**src/hw/rtl/assert_macros.svh**
```systemverilog
// ----------------------------------------------------------------------------
// Assertion macros
// Shared concurrent assertion helpers for the RTL of this project.
// ----------------------------------------------------------------------------
`ifndef ASSERT_MACROS_SVH
`define ASSERT_MACROS_SVH
`ifndef SYNTHESIS
`define ASSERT_CLK(label, clk, rst, prop, msg) \
  label: assert property (@(posedge clk) disable iff (rst) (prop)) else $error(msg);
`define ASSERT_NORST(label, clk, prop, msg) \
  label: assert property (@(posedge clk) (prop)) else $error(msg);
`else
`define ASSERT_CLK(label, clk, rst, prop, msg)
`define ASSERT_NORST(label, clk, prop, msg)
`endif
`endif

```
**src/hw/rtl/csp_pkg.sv**
```systemverilog
// ----------------------------------------------------------------------------
// Tube surface push package
// Constants and types shared by the tube surface push block.
// ----------------------------------------------------------------------------
`default_nettype none
package csp_pkg;
  localparam int unsigned MaxGap = 0;
  localparam logic OpTick = 1'b0;
  localparam logic OpCell = 1'b1;
  localparam int unsigned RegIdxW = 3;
  localparam logic [RegIdxW-1:0] RegLeftX = 3'd0;
  localparam logic [RegIdxW-1:0] RegLeftY = 3'd1;
  localparam logic [RegIdxW-1:0] RegStartLen = 3'd2;
  localparam logic [RegIdxW-1:0] RegFinalLen = 3'd3;
  localparam logic [RegIdxW-1:0] RegStartRad = 3'd4;
  localparam logic [RegIdxW-1:0] RegFinalRad = 3'd5;
  localparam logic [RegIdxW-1:0] RegLenStep = 3'd6;
  localparam logic [RegIdxW-1:0] RegRadStep = 3'd7;
  // Divider widths: numerator 33 x 32 bits, divisor 36 bits.
  localparam int unsigned NumW = 65;
  localparam int unsigned DenW = 36;
  localparam int unsigned QuoW = 65;
  localparam int unsigned CntW = 7;
  typedef struct packed {
    logic start;
    logic busy;
    logic done;
  } div_ctl_t;
endpackage
`default_nettype wire

```
**src/hw/rtl/csp_div.sv**
```systemverilog
// ----------------------------------------------------------------------------
// Serial divider
// Restoring divider, one quotient bit per cycle.
// ----------------------------------------------------------------------------
`default_nettype none
`include "assert_macros.svh"
module csp_div (
  input  wire logic                        clk,
  input  wire logic                        rst,
  input  wire logic                        start,
  input  wire logic [csp_pkg::NumW-1:0]    num,
  input  wire logic [csp_pkg::DenW-1:0]    den,
  output csp_pkg::div_ctl_t                ctl,
  output logic      [csp_pkg::QuoW-1:0]    quo
);
  import csp_pkg::*;
  logic [NumW-1:0] nsh;
  logic [DenW:0] rem;
  logic [CntW-1:0] cnt;
  logic busy;
  logic done;
  logic [DenW:0] trial;
  logic [DenW:0] sh;
  assign sh = {rem[DenW-1:0], nsh[NumW-1]};
  assign trial = sh - {1'b0, den};
  always_ff @(posedge clk) begin
    if (rst) begin
      busy <= 1'b0;
      done <= 1'b0;
      cnt <= '0;
    end else begin
      done <= 1'b0;
      if (start) begin
        busy <= 1'b1;
        nsh <= num;
        rem <= '0;
        cnt <= CntW'(NumW);
      end else if (busy) begin
        nsh <= {nsh[NumW-2:0], 1'b0};
        if (!trial[DenW]) begin
          rem <= trial;
          quo <= {quo[QuoW-2:0], 1'b1};
        end else begin
          rem <= sh;
          quo <= {quo[QuoW-2:0], 1'b0};
        end
        cnt <= cnt - 1'b1;
        if (cnt == CntW'(1)) begin
          busy <= 1'b0;
          done <= 1'b1;
        end
      end
    end
  end
  assign ctl = '{start: start, busy: busy, done: done};
  `ASSERT_CLK(a_div_no_restart, clk, rst, busy |-> !start, "divider restarted while busy")
  `ASSERT_CLK(a_div_done, clk, rst, done |-> !busy, "divider done while busy")
endmodule
`default_nettype wire

```
**src/hw/rtl/capsule_surface_push_unit.sv**
```systemverilog
// ----------------------------------------------------------------------------
// Tube surface push unit
// Grows a tube and pushes query cells out onto its surface.
// ----------------------------------------------------------------------------
// A growth tick steps the run length and radius in S_TICK, then raises its
// result beat in S_OUT. A cell query squares nine offsets in bit serial form
// (three candidate points of three terms; the foot point keeps only its y and
// z terms) and takes a square root one result bit per cycle. When a push is
// due, each axis then runs a serial multiply and a serial division. One item
// is in flight at a time; the result beat is held in an output register and a
// stalled output holds off the next input beat.
`default_nettype none
`include "assert_macros.svh"
module capsule_surface_push_unit (
  input  wire logic                          clk,
  input  wire logic                          rst,
  input  wire logic                          cfg_we,
  input  wire logic [csp_pkg::RegIdxW-1:0]   cfg_index,
  input  wire logic [31:0]                   cfg_data,
  input  wire logic                          s_tvalid,
  output logic                               s_tready,
  // cell_x, cell_y, cell_z, cell_radius, zero pad (bits 0..127)
  input  wire logic [127:0]                  s_tdata,
  // opcode
  input  wire logic                          s_tuser,
  output logic                               m_tvalid,
  input  wire logic                          m_tready,
  // new_x, new_y, new_z, path_distance, moved, on_axis, length_now,
  // radius_now (bits 0..191)
  output logic [191:0]                       m_tdata
);
  import csp_pkg::*;
  typedef enum logic [3:0] {
    S_IDLE, S_TICK, S_SQ, S_SQACC, S_PICK, S_SQRT, S_DECIDE,
    S_DIVGO, S_MUL, S_DIVWAIT, S_AXISDONE, S_OUT
  } state_t;
  state_t state;
  logic [31:0] left_x, left_y, final_length;
  logic [30:0] final_radius, length_step, radius_step;
  logic signed [31:0] run_len;
  logic [30:0] run_rad;
  logic signed [31:0] cx, cy, cz;
  logic [30:0] cr;
  logic signed [31:0] ex;
  logic [67:0] s_end, s_fix, s_foot, best, acc;
  logic [32:0] mcand, mplier;
  logic [66:0] prod;
  logic [5:0] bitc;
  logic [1:0] term, cand;
  logic signed [31:0] px;
  logic [35:0] root, rtry;
  logic [1:0] axis;
  logic [31:0] nx, ny, nz;
  logic moved, on_axis;
  logic div_start;
  div_ctl_t div_ctl;
  logic [QuoW-1:0] quo;
  logic [71:0] rsq;
  logic signed [33:0] dfa, dfb;
  logic [32:0] mag_a;
  logic signed [33:0] base_v, diff_v, sum_v;
  logic signed [66:0] off_s;
  logic [32:0] scale;

  always_comb begin
    ex = ($signed(run_len) < $signed(final_length)) ? run_len : $signed(final_length);
  end

  // Offset of the current term for the current candidate.
  always_comb begin
    dfa = '0;
    unique case (term)
      2'd0: begin
        unique case (cand)
          2'd0: dfa = 34'(ex) - 34'(cx);
          2'd1: dfa = 34'($signed(left_x)) - 34'(cx);
          default: dfa = '0;
        endcase
      end
      2'd1: dfa = 34'($signed(left_y)) - 34'(cy);
      default: dfa = 34'(cz);
    endcase
    mag_a = dfa[33] ? 33'(-dfa) : 33'(dfa);
  end

  assign rtry = root | (36'd1 << bitc);
  assign rsq = 72'(prod) + (72'(root) << (bitc + 6'd1)) + (72'd1 << {bitc, 1'b0});

  // Push arithmetic for the current axis.
  always_comb begin
    unique case (axis)
      2'd0: begin base_v = 34'(px); diff_v = 34'(cx) - 34'(px); end
      2'd1: begin base_v = 34'($signed(left_y)); diff_v = 34'(cy) - 34'($signed(left_y)); end
      default: begin base_v = '0; diff_v = 34'(cz); end
    endcase
    scale = {2'b0, run_rad} + {2'b0, cr};
    off_s = diff_v[33] ? -$signed({2'b0, quo}) : $signed({2'b0, quo});
    sum_v = base_v + 34'(off_s);
  end

  function automatic logic [31:0] sat32(input logic signed [33:0] v);
    if (v > 34'sd2147483647) return 32'h7FFF_FFFF;
    else if (v < -34'sd2147483648) return 32'h8000_0000;
    else return v[31:0];
  endfunction

  csp_div u_div (
    .clk(clk), .rst(rst), .start(div_start), .num(prod[NumW-1:0]),
    .den({4'b0, root[31:0]} | {root[35:32], 32'b0}), .ctl(div_ctl), .quo(quo)
  );

  assign s_tready = (state == S_IDLE);

  always_ff @(posedge clk) begin
    if (rst) begin
      state <= S_IDLE;
      m_tvalid <= 1'b0;
      div_start <= 1'b0;
      left_x <= '0; left_y <= '0; final_length <= '0;
      final_radius <= '0; length_step <= '0; radius_step <= '0;
      run_len <= '0; run_rad <= '0;
    end else begin
      div_start <= 1'b0;
      if (cfg_we) begin
        unique case (cfg_index)
          RegLeftX: left_x <= cfg_data;
          RegLeftY: left_y <= cfg_data;
          RegStartLen: run_len <= cfg_data;
          RegFinalLen: final_length <= cfg_data;
          RegStartRad: run_rad <= cfg_data[30:0];
          RegFinalRad: final_radius <= cfg_data[30:0];
          RegLenStep: length_step <= cfg_data[30:0];
          RegRadStep: radius_step <= cfg_data[30:0];
          default: ;
        endcase
      end
      unique case (state)
        S_IDLE: begin
          if (s_tvalid) begin
            cx <= s_tdata[31:0]; cy <= s_tdata[63:32]; cz <= s_tdata[95:64];
            cr <= s_tdata[126:96];
            nx <= '0; ny <= '0; nz <= '0; moved <= 1'b0; on_axis <= 1'b0;
            root <= '0;
            state <= (s_tuser == OpTick) ? S_TICK : S_SQ;
            cand <= 2'd0; term <= 2'd0; acc <= '0; bitc <= '0; prod <= '0;
          end
        end
        S_TICK: begin
          if ($signed(run_len) < $signed(final_length))
            run_len <= sat32(34'(run_len) + 34'({1'b0, length_step}));
          if (run_rad < final_radius) begin
            if ({1'b0, run_rad} + {1'b0, radius_step} > 32'h7FFF_FFFF)
              run_rad <= 31'h7FFF_FFFF;
            else
              run_rad <= run_rad + radius_step;
          end
          state <= S_OUT;
        end
        S_SQ: begin
          // Shift-and-add square, one multiplier bit per cycle.
          if (bitc == 6'd0) begin
            mcand <= mag_a; mplier <= mag_a; prod <= '0; bitc <= 6'd33;
          end else begin
            if (mplier[0]) prod <= prod + (67'(mcand) << (6'd33 - bitc));
            mplier <= mplier >> 1;
            bitc <= bitc - 1'b1;
            if (bitc == 6'd1) state <= S_SQACC;
          end
        end
        S_SQACC: begin
          bitc <= '0;
          if (term == 2'd2) begin
            term <= 2'd0;
            unique case (cand)
              2'd0: begin s_end <= acc + 68'(prod); cand <= 2'd1; state <= S_SQ; end
              2'd1: begin s_fix <= acc + 68'(prod); cand <= 2'd2; state <= S_SQ; end
              default: begin s_foot <= acc + 68'(prod); state <= S_PICK; end
            endcase
            acc <= '0;
          end else begin
            acc <= acc + 68'(prod);
            term <= (cand == 2'd2 && term == 2'd0) ? 2'd1 : term + 1'b1;
            state <= S_SQ;
          end
          if (cand == 2'd2 && term == 2'd0) begin
            term <= 2'd1; acc <= '0; state <= S_SQ;
          end
        end
        S_PICK: begin
          if (s_end <= s_fix) begin best <= s_end; px <= ex; end
          else begin best <= s_fix; px <= left_x; end
          if ($signed(cx) > $signed(left_x) && $signed(cx) < ex) begin
            if (!((s_end <= s_fix ? s_end : s_fix) <= s_foot)) begin
              best <= s_foot; px <= cx;
            end
          end
          bitc <= 6'd35; prod <= '0;
          state <= S_SQRT;
        end
        S_SQRT: begin
          // One root bit per cycle; prod holds the square of the root so far.
          if (rsq <= 72'(best)) begin
            prod <= rsq[66:0];
            root <= rtry;
          end
          if (bitc == 6'd0) state <= S_DECIDE;
          else bitc <= bitc - 1'b1;
        end
        S_DECIDE: begin
          nx <= cx; ny <= cy; nz <= cz;
          if ($signed({1'b0, root}) - $signed(38'(cr)) <
              $signed(38'(run_rad)) - $signed(38'(MaxGap))) begin
            if (root == '0) begin
              on_axis <= 1'b1; state <= S_OUT;
            end else begin
              axis <= 2'd0; state <= S_DIVGO; moved <= 1'b1;
            end
          end else state <= S_OUT;
        end
        S_DIVGO: begin
          mcand <= 33'(diff_v[33] ? -diff_v : diff_v);
          mplier <= scale;
          prod <= '0;
          bitc <= 6'd33;
          state <= S_MUL;
        end
        S_MUL: begin
          // Shift-and-add product of offset and scale, one bit per cycle.
          if (mplier[0]) prod <= prod + (67'(mcand) << (6'd33 - bitc));
          mplier <= mplier >> 1;
          bitc <= bitc - 1'b1;
          if (bitc == 6'd1) begin
            div_start <= 1'b1;
            state <= S_DIVWAIT;
          end
        end
        S_DIVWAIT: if (div_ctl.done) state <= S_AXISDONE;
        S_AXISDONE: begin
          unique case (axis)
            2'd0: nx <= sat32(sum_v);
            2'd1: ny <= sat32(sum_v);
            default: nz <= sat32(sum_v);
          endcase
          if (axis == 2'd2) state <= S_OUT;
          else begin axis <= axis + 1'b1; state <= S_DIVGO; end
        end
        S_OUT: begin
          if (!m_tvalid) m_tvalid <= 1'b1;
          else if (m_tready) begin m_tvalid <= 1'b0; state <= S_IDLE; end
        end
        default: state <= S_IDLE;
      endcase
    end
  end

  assign m_tdata = {run_rad, run_len, on_axis, moved,
                    (root > 36'h7FFF_FFFF) ? 31'h7FFF_FFFF : root[30:0],
                    nz, ny, nx};

  `ASSERT_CLK(a_no_accept_busy, clk, rst, (state != S_IDLE) |-> !s_tready, "accept while busy")
  `ASSERT_CLK(a_out_only_in_out, clk, rst, m_tvalid |-> (state == S_OUT), "beat outside output")
  `ASSERT_CLK(a_flags_excl, clk, rst, m_tvalid |-> !(moved && on_axis), "moved and on_axis")
endmodule
`default_nettype wire
```
**config.mk**
```make
export PLATFORM = sky130hd
export DESIGN_NAME = capsule_surface_push_unit
export DESIGN_NICKNAME = d
export VERILOG_FILES = /design/src/hw/rtl/csp_pkg.sv /design/src/hw/rtl/csp_div.sv /design/src/hw/rtl/capsule_surface_push_unit.sv
export VERILOG_INCLUDE_DIRS = /design/src /design/src/hw/rtl
export SDC_FILE = /design/constraint.sdc
export NUM_CORES = 2
export LEC_CHECK = 0
export BUFFER_PORTS_ARGS = -buffer_cell sky130_fd_sc_hd__buf_2
export CORE_UTILIZATION = 47
export DETAILED_ROUTE_END_ITERATION = 7
export SLEW_MARGIN = 10
export SYNTH_ARGS = -nofsm -noshare
export SYNTH_HDL_FRONTEND = slang
export SYNTH_SLANG_ARGS = --single-unit
```
**constraint.sdc**
```tcl
create_clock -name clk -period 26.9 [get_ports clk]
set_input_delay 1.345 -clock clk [delete_from_list [all_inputs] [get_ports clk]]
set_output_delay 1.345 -clock clk [all_outputs]
set_load 0.005 [all_outputs]
```
[After elaboration in Yosys (flattened, before gate mapping)]
Index checks and enable logic that the tools add are counted.
Operators by class
  bitwise logic cells: 7
  mux-type cells: 103
  order comparisons: 14
  $add $sub $neg: 25
  equality and inequality tests: 46
  shift-type cells: 4
  reduce and logical (&&, ||, !) cells: 52
Operators with widths (count)
  32-bit 2-to-1 mux: 16
  68-bit 2-to-1 mux: 6
  67-bit one-hot mux with 5 select lines: 1
  32-bit one-hot mux with 3 select lines: 3
  34-bit one-hot mux with 2 select lines: 4
  67-bit 2-to-1 mux: 4
  31-bit 2-to-1 mux: 6
  32-bit by 32-bit subtractor with 33-bit output: 5
  36-bit 2-to-1 mux: 4
  68-bit less-or-equal comparator: 2
  68-bit one-hot mux with 2 select lines: 1
  33-bit 2-to-1 mux: 4
  65-bit 2-to-1 mux: 2
  33-bit one-hot mux with 3 select lines: 1
  67-bit by 72-bit adder with 72-bit output: 1
  72-bit adder: 1
  72-bit by 68-bit less-or-equal comparator with 1-bit output: 1
  36-bit one-hot mux with 2 select lines: 1
  1-bit by 7-bit << shifter with 72-bit output (first input constant): 1
  36-bit by 6-bit << shifter with 72-bit output: 1
  68-bit by 67-bit adder with 68-bit output: 1
  67-bit adder: 1
  33-bit by 6-bit << shifter with 67-bit output: 1
  33-bit negation: 2
  other kinds (69): 181
Word-level totals
  output and inout bits: 194
  flip-flop bits (word level): 1180

[Logic depth before layout (Yosys ltp)]
  depth after elaboration: 9
  depth in mapped cells: 45
  gate-level depth less buffers: 37

[Modules after synthesis]
From an unflattened synthesis, not the netlist that was laid out.
Second synthesis, totals
  cell total of the unflattened synthesis: 10545
  area total of the unflattened synthesis: 95021.1 sq um
Modules (own cells, without submodules)
  capsule_surface_push_unit: cells each 9868, times used 1, area each 86173.9 sq um
  csp_div: cells each 677, times used 1, area each 8847.2 sq um

[Least setup slack after synthesis]
OpenSTA, ideal clock, no wires.
  path kind: input-to-reg
  start: input port rst
  end: register root[0] (enable)
  path slack: 14.298 ns
  required time: 26.503 ns
  setup time: 0.397 ns
  arrival: 12.205 ns
  buffers on the path: 1
  cell stages on the path: 3
  cell sequence: clkbuf_1 nor3b_1 nand2b_1
On the way
  longest elaborated chain between the ends: 2
RTL lines
  start: declaration: RTL line capsule_surface_push_unit.sv:16  | input wire logic rst,
  1-bit NOT (no source line)
  4-bit AND reduction (no source line)
  end signal: assignment: RTL line capsule_surface_push_unit.sv:204  | root <= rtry;
  end: declaration: RTL line capsule_surface_push_unit.sv:51  | logic [35:0] root, rtry;
Every way passes these cells.
A chain may end at the register's enable or synchronous reset.

[Worst setup path after layout]
  start: register bitc[1]
  end: register prod[16] (enable)
On the way
  longest elaborated chain between the ends: 7
  elaborated cells on any way between the ends: 8
RTL lines
  start: declaration: RTL line capsule_surface_push_unit.sv:48  | logic [5:0] bitc;
  start signal: assignment: RTL line capsule_surface_push_unit.sv:166  | bitc <= bitc - 1'b1;
  start signal: assignment: RTL line capsule_surface_push_unit.sv:207  | else bitc <= bitc - 1'b1;
  start signal: assignment: RTL line capsule_surface_push_unit.sv:231  | bitc <= bitc - 1'b1;
  6-bit by 1-bit adder with 6-bit output: RTL line capsule_surface_push_unit.sv:87  | assign rsq = 72'(prod) + (72'(root) << (bitc + 6'd1)) + (72'd1 << {bitc, 1'b0});
  36-bit by 6-bit << shifter with 72-bit output: RTL line capsule_surface_push_unit.sv:87
  67-bit by 72-bit adder with 72-bit output: RTL line capsule_surface_push_unit.sv:87
  72-bit adder (*): RTL line capsule_surface_push_unit.sv:87
  72-bit by 68-bit less-or-equal comparator with 1-bit output (*): RTL line capsule_surface_push_unit.sv:202  | if (rsq <= 72'(best)) begin
  2-bit inequality test (no source line) (*)
  4-bit AND reduction (no source line) (*)
  end signal: assignment: RTL line capsule_surface_push_unit.sv:164  | if (mplier[0]) prod <= prod + (67'(mcand) << (6'd33 - bitc));
  end signal: assignment: RTL line capsule_surface_push_unit.sv:203  | prod <= rsq[66:0];
  end signal: assignment: RTL line capsule_surface_push_unit.sv:229  | if (mplier[0]) prod <= prod + (67'(mcand) << (6'd33 - bitc));
  end: declaration: RTL line capsule_surface_push_unit.sv:47  | logic [66:0] prod;
Mark *: on every way between the ends. The rest lies on a longest branch, timed or not.

==> results.md <==
Run status:
- The run finished with clean final reports.

STA:
- The worst path meets setup with 14,170 ps of slack.
- For the pin with the worst max-slew slack, the measured transition is about 1300 ps.
- For the final database, setup skew stands at 44.82 ps.
- Setup repair after global routing left no endpoint under its margin.
- The hold violation count in the final report is 0.
- The final-report max-slew violation count is 0.
- The headroom to the max-slew limit is 10.58%.
- The setup TNS after final layout is 0 ps.
- Timing would allow up to ~79 MHz.
- The period utilization is 47.33%.
- Setup violations remaining at the end of the flow were counted as 0.
- The minimum clock period is ~13,000 ps.

Worst hold path:
- The startpoint of the worst hold path is final_radius[11].
- The kind of path behind the tightest hold check is flop to flop.
- The hold path depth is 2.
- The path with the worst hold slack has its endpoint at final_radius[11].

Clock network:
- The count of instances resized after the clock tree is built is 0.
- The clock latency at the later pin of the worst-skew pair is ~840 ps.
- In this run, CTS created clock tree buffers numbering 140.
- The maximum clock insertion buffer count is 3.
- The post-cts hold buffer count is 0.
- The clock tree from TritonCTS is done.
- After clock tree synthesis, the clock-pin slew on the worst setup and hold paths is roughly 60 ps.
- The number of H-tree levels is 4.
- The clock drives 1,180 sinks.
- The number of setup buffers added after CTS is 0.
- The buffer type at the clock tree root is sky130_fd_sc_hd__clkbuf_16.

Yosys:
- The most used flip-flop cell after synthesis is sky130_fd_sc_hd__edfxtp_1.
- The synthesized net count is between 10,000 and 15,000.
- The proportion of synthesized flip-flops having asynchronous set or reset is 0%.
- Ranked by instance count, the synthesized netlist is headed by 1,199 x sky130_fd_sc_hd__nand2_1, 940 x sky130_fd_sc_hd__a21oi_1, 913 x sky130_fd_sc_hd__edfxtp_1.
- In the post-synthesis netlist, the biggest area contributors are sky130_fd_sc_hd__edfxtp_1 29%, sky130_fd_sc_hd__ha_1 12%, sky130_fd_sc_hd__dfxtp_1 5.7%, sky130_fd_sc_hd__a21oi_1 5.0%, sky130_fd_sc_hd__nand2_1 4.8%.
- A synthesized cell averages about 9.0 µm².
- In the post-synthesis netlist, the cell with the most instances is sky130_fd_sc_hd__nand2_1.
- The number of unique standard cell types used by synthesis is just under 100.
- The area share of the leading cell type in the synthesized netlist is 29.00%.
- In the synthesized netlist, the number of instances is approximately 10,000.
- The number of enable-type register cells in the synthesized netlist is between 900 and 1,000.
- In this run the cell area of the synthesized design comes to approximately 95,000 µm².
- The post-synthesis cell type with the largest combined area is sky130_fd_sc_hd__edfxtp_1.
- Counting flops and latches in the post-synthesis netlist gives 1,180.
- The total of warnings raised by yosys is 0.
- Of the synthesized area, sequential elements account for between 30% and 40%.

Cells and area:
- In the final layout, the share of cells above drive strength 1 is 10.87%.
- The number of nets in the final layout is ~12,000.
- Once layout is complete, the utilization of the core stands at about 52%.
- The footprint of the multi-input gates is 57,440 µm².
- Fill cells in the final layout number 18,600.
- Compared with the post-synthesis result, the final layout area differs by 9.721%.
- The sequential cell area in the final layout is roughly 33,000 µm².

Power and ir drop:
- The relative contribution of sequential cells to total power is a little over a fifth.
- Net switching is between 50% and 60% of the power.
- For this design the static power due to leakage is about 0.044 µW.
- The clock network burns 14.9% of the power.
- Power spread over the standard cell area amounts to 127.6 nW/µm².
- The net switching power is 6714 µW.
- The share of power burned in combinational logic is 64.0%.
- The peak supply drop is around 0.000080 V.
- Internal power comes to around 6500 µW.

Detailed routing:
- The routed via count is around 80,000.
- The iteration count of the initial detailed-routing pass is 6.
- The count of unresolved DRC violations after routing is 0.
- Once detail routing completed, the nets flagged for antenna violations numbered 0.
- In the final routed layout, each cell accounts on average for approximately 27 µm.
- The number of vias per cell is 6.131.
- The number of DRC violations after detailed-routing iteration 0 is just over 7,000.
- Wires add up to ~360,000 µm.

Global routing:
- The wire length of the first global-routing pass is roughly 530,000 µm.
- The total routing usage reported by global routing is 34.99%.
- The total congestion overflow is 0.
- The via count of the first global-routing pass is between 80,000 and 90,000.
- Entering global routing, the biggest net connects 85 pins.
- The initial antenna violation count is 12.

Critical path:
- The worst reg-to-reg path cell count is 36.
- The largest single stage delay on the critical path is approximately 1100 ps.
- The worst setup path is captured at a flop.
- In this run the worst path has a maximum fanout of 47.
- At the worst endpoint, the arrival time is between 10,000 and 15,000 ps.
- The worst setup path is launched from a flop.
- The critical register-to-register path startpoint is bitc[1].
- The setup check on the worst reg-to-reg path leaves a slack of 14,170 ps.
- Data on the critical path is required at its endpoint by 27,330 ps.
- The cell at the slowest stage of the critical path is sky130_fd_sc_hd__nor4_2.
- The end of the worst register-to-register path is prod[16].
- The start-to-end type of the worst setup path is flop to flop.

Job:
- Across the run, the number of max-cap violations was 0.

Floorplanning:
- The total area inside the core boundary comes to approximately 200,000 µm².
- Measured along the x axis, the die boundary spans 450.5 µm.
- The starting density of the core is 47.31%.
- The die covers roughly 200,000 µm².
- The number of placement rows is between 150 and 200.
- The die is between 400 and 500 µm tall.
- The number of top-level pins is 363.

Place:
- Input and output buffers added on the ports amount to between 300 and 400.
- Detailed placement finished with a half-perimeter wire length of approximately 290,000 µm.
- At the end of routability-driven placement, the weighted congestion stood at between 1 and 1.5.
- The minimum setup slack after placement is roughly 14,000 ps.
-- worst max-delay path: cells and delay by family (launching register included) --
kind / cells / cell delay, ps
muxes: 1 / 130
and+or+nand+nor: 7 / 2550
buffers and inverters: 9 / 3120
AOI/OAI and AO/OA: 14 / 4030
xor gates and xnor gates: 1 / 300
adders and majority gates: 4 / 1610
DFF: 1 / 340
-- final cells by class --
| type | instances | share of cell area, % |
|---|---|---|
| clock buffers | 161 | 3.553 |
| repair buffers | 491 | 2.703 |
| flip-flops and latches | 1180 | 31.58 |
| inverters | 727 | 2.630 |
| well taps | 2656 | 3.203 |
| multi-input cells | 8084 | 55.37 |
| clock inverters | 90 | 0.9443 |
| diodes | 6 | 0.01447 |
-- flip-flops by register name (all words and copies together), names as in the netlist, 33 cells and up --
register   flops
u_div.nsh     65
s_end         68
best          68
s_foot        68
mplier        33
prod          67
u_div.rem     36
mcand         33
root          36
acc           68
u_div.quo     34
s_fix         68
-- stage by stage --
stage	hold slack (ps)	cells	cell area [µm²]	total power (µW)
final	454.6	13400	103700	13240
after global routing	472.3	13390	103700	14030
after CTS	455.3	13390	103700	13150
after detailed placement	447.8	13140	99060	11130
after global placement	441.4	13140	99060	11060
after floorplan	436.3	10490	94550	8318
-- layer usage --
| metal | track usage (%) | up-vias | wire, µm |
|---|---|---|---|
| li1 | - | 38700 | - |
| met1 | 39.01 | 39720 | 136200 |
| met2 | 60.75 | 2813 | 178600 |
| met3 | 4.536 | 884 | 17840 |
| met4 | 26.47 | 6 | 31580 |
| met5 | 0 | - | 44 |
-- placed cells by master (no fill, tap or decap), drive strengths merged, types with 90 or more instances in the layout --
| cell type | Yosys | layout |
|---|---|---|
| nand2 | 1199 | 1199 |
| a21oi | 952 | 952 |
| edfxtp | 913 | 913 |
| ha | 907 | 907 |
| inv | 725 | 736 |
| o21ai | 618 | 618 |
| nor2 | 617 | 617 |
| buf | 67 | 490 |
| a21o | 368 | 368 |
| xnor2 | 331 | 331 |
| mux2i | 299 | 299 |
| mux2 | 267 | 267 |
| dfxtp | 267 | 267 |
| xor2 | 207 | 207 |
| nand3 | 197 | 197 |
| clkbuf | 436 | 162 |
| nand4 | 150 | 150 |
| nor3 | 144 | 144 |
| and2 | 132 | 132 |
| nand2b | 111 | 111 |
| nor2b | 103 | 103 |
| o21a | 98 | 98 |
| o22ai | 92 | 92 |
| o21bai | 90 | 90 |
| a221oi | 90 | 90 |
-- cell families (layout without fill, tap and decap cells) --
family,count (synthesis),count (layout),synth area share [%]
other,0,6,0
buffers and inverters,1230,1469,4.958
flip-flops,1180,1180,34.65
AO/OA/AOI/OAI,2961,2961,20.03
XOR/XNOR,538,538,4.984
multiplexers,608,608,7.346
adder cells (fa/ha/maj),955,955,13.02
AND/OR/NAND/NOR,3022,3022,15.01
-- power by group through the flow --
| stage | Clock [µW] | Sequential, µW | Combinational [µW] |
|---|---|---|---|
| CTS | 2000 | 2800 | 8340 |
| global route | 2070 | 2810 | 9150 |
| detailed placement | 0 | 2830 | 8300 |
| floorplan | 0 | 2640 | 5680 |
| global placement | 0 | 2830 | 8230 |
| finish | 1970 | 2800 | 8470 |
-- worst max-delay path by stage --
stage	startpoint	endpoint	slack (ps)	cells past startpoint
6_report	bitc[1]	prod[16]	14170	36
5_1_grt	bitc[1]	prod[22]	13620	36
4_1_cts	bitc[1]	prod[20]	14360	36
3_5_place_dp	bitc[1]	prod[15]	14450	36
3_3_place_gp	bitc[1]	prod[14]	14560	36
2_1_floorplan	rst	root[0]	14300	3
Note: power is estimated with default switching activity, not from simulation.
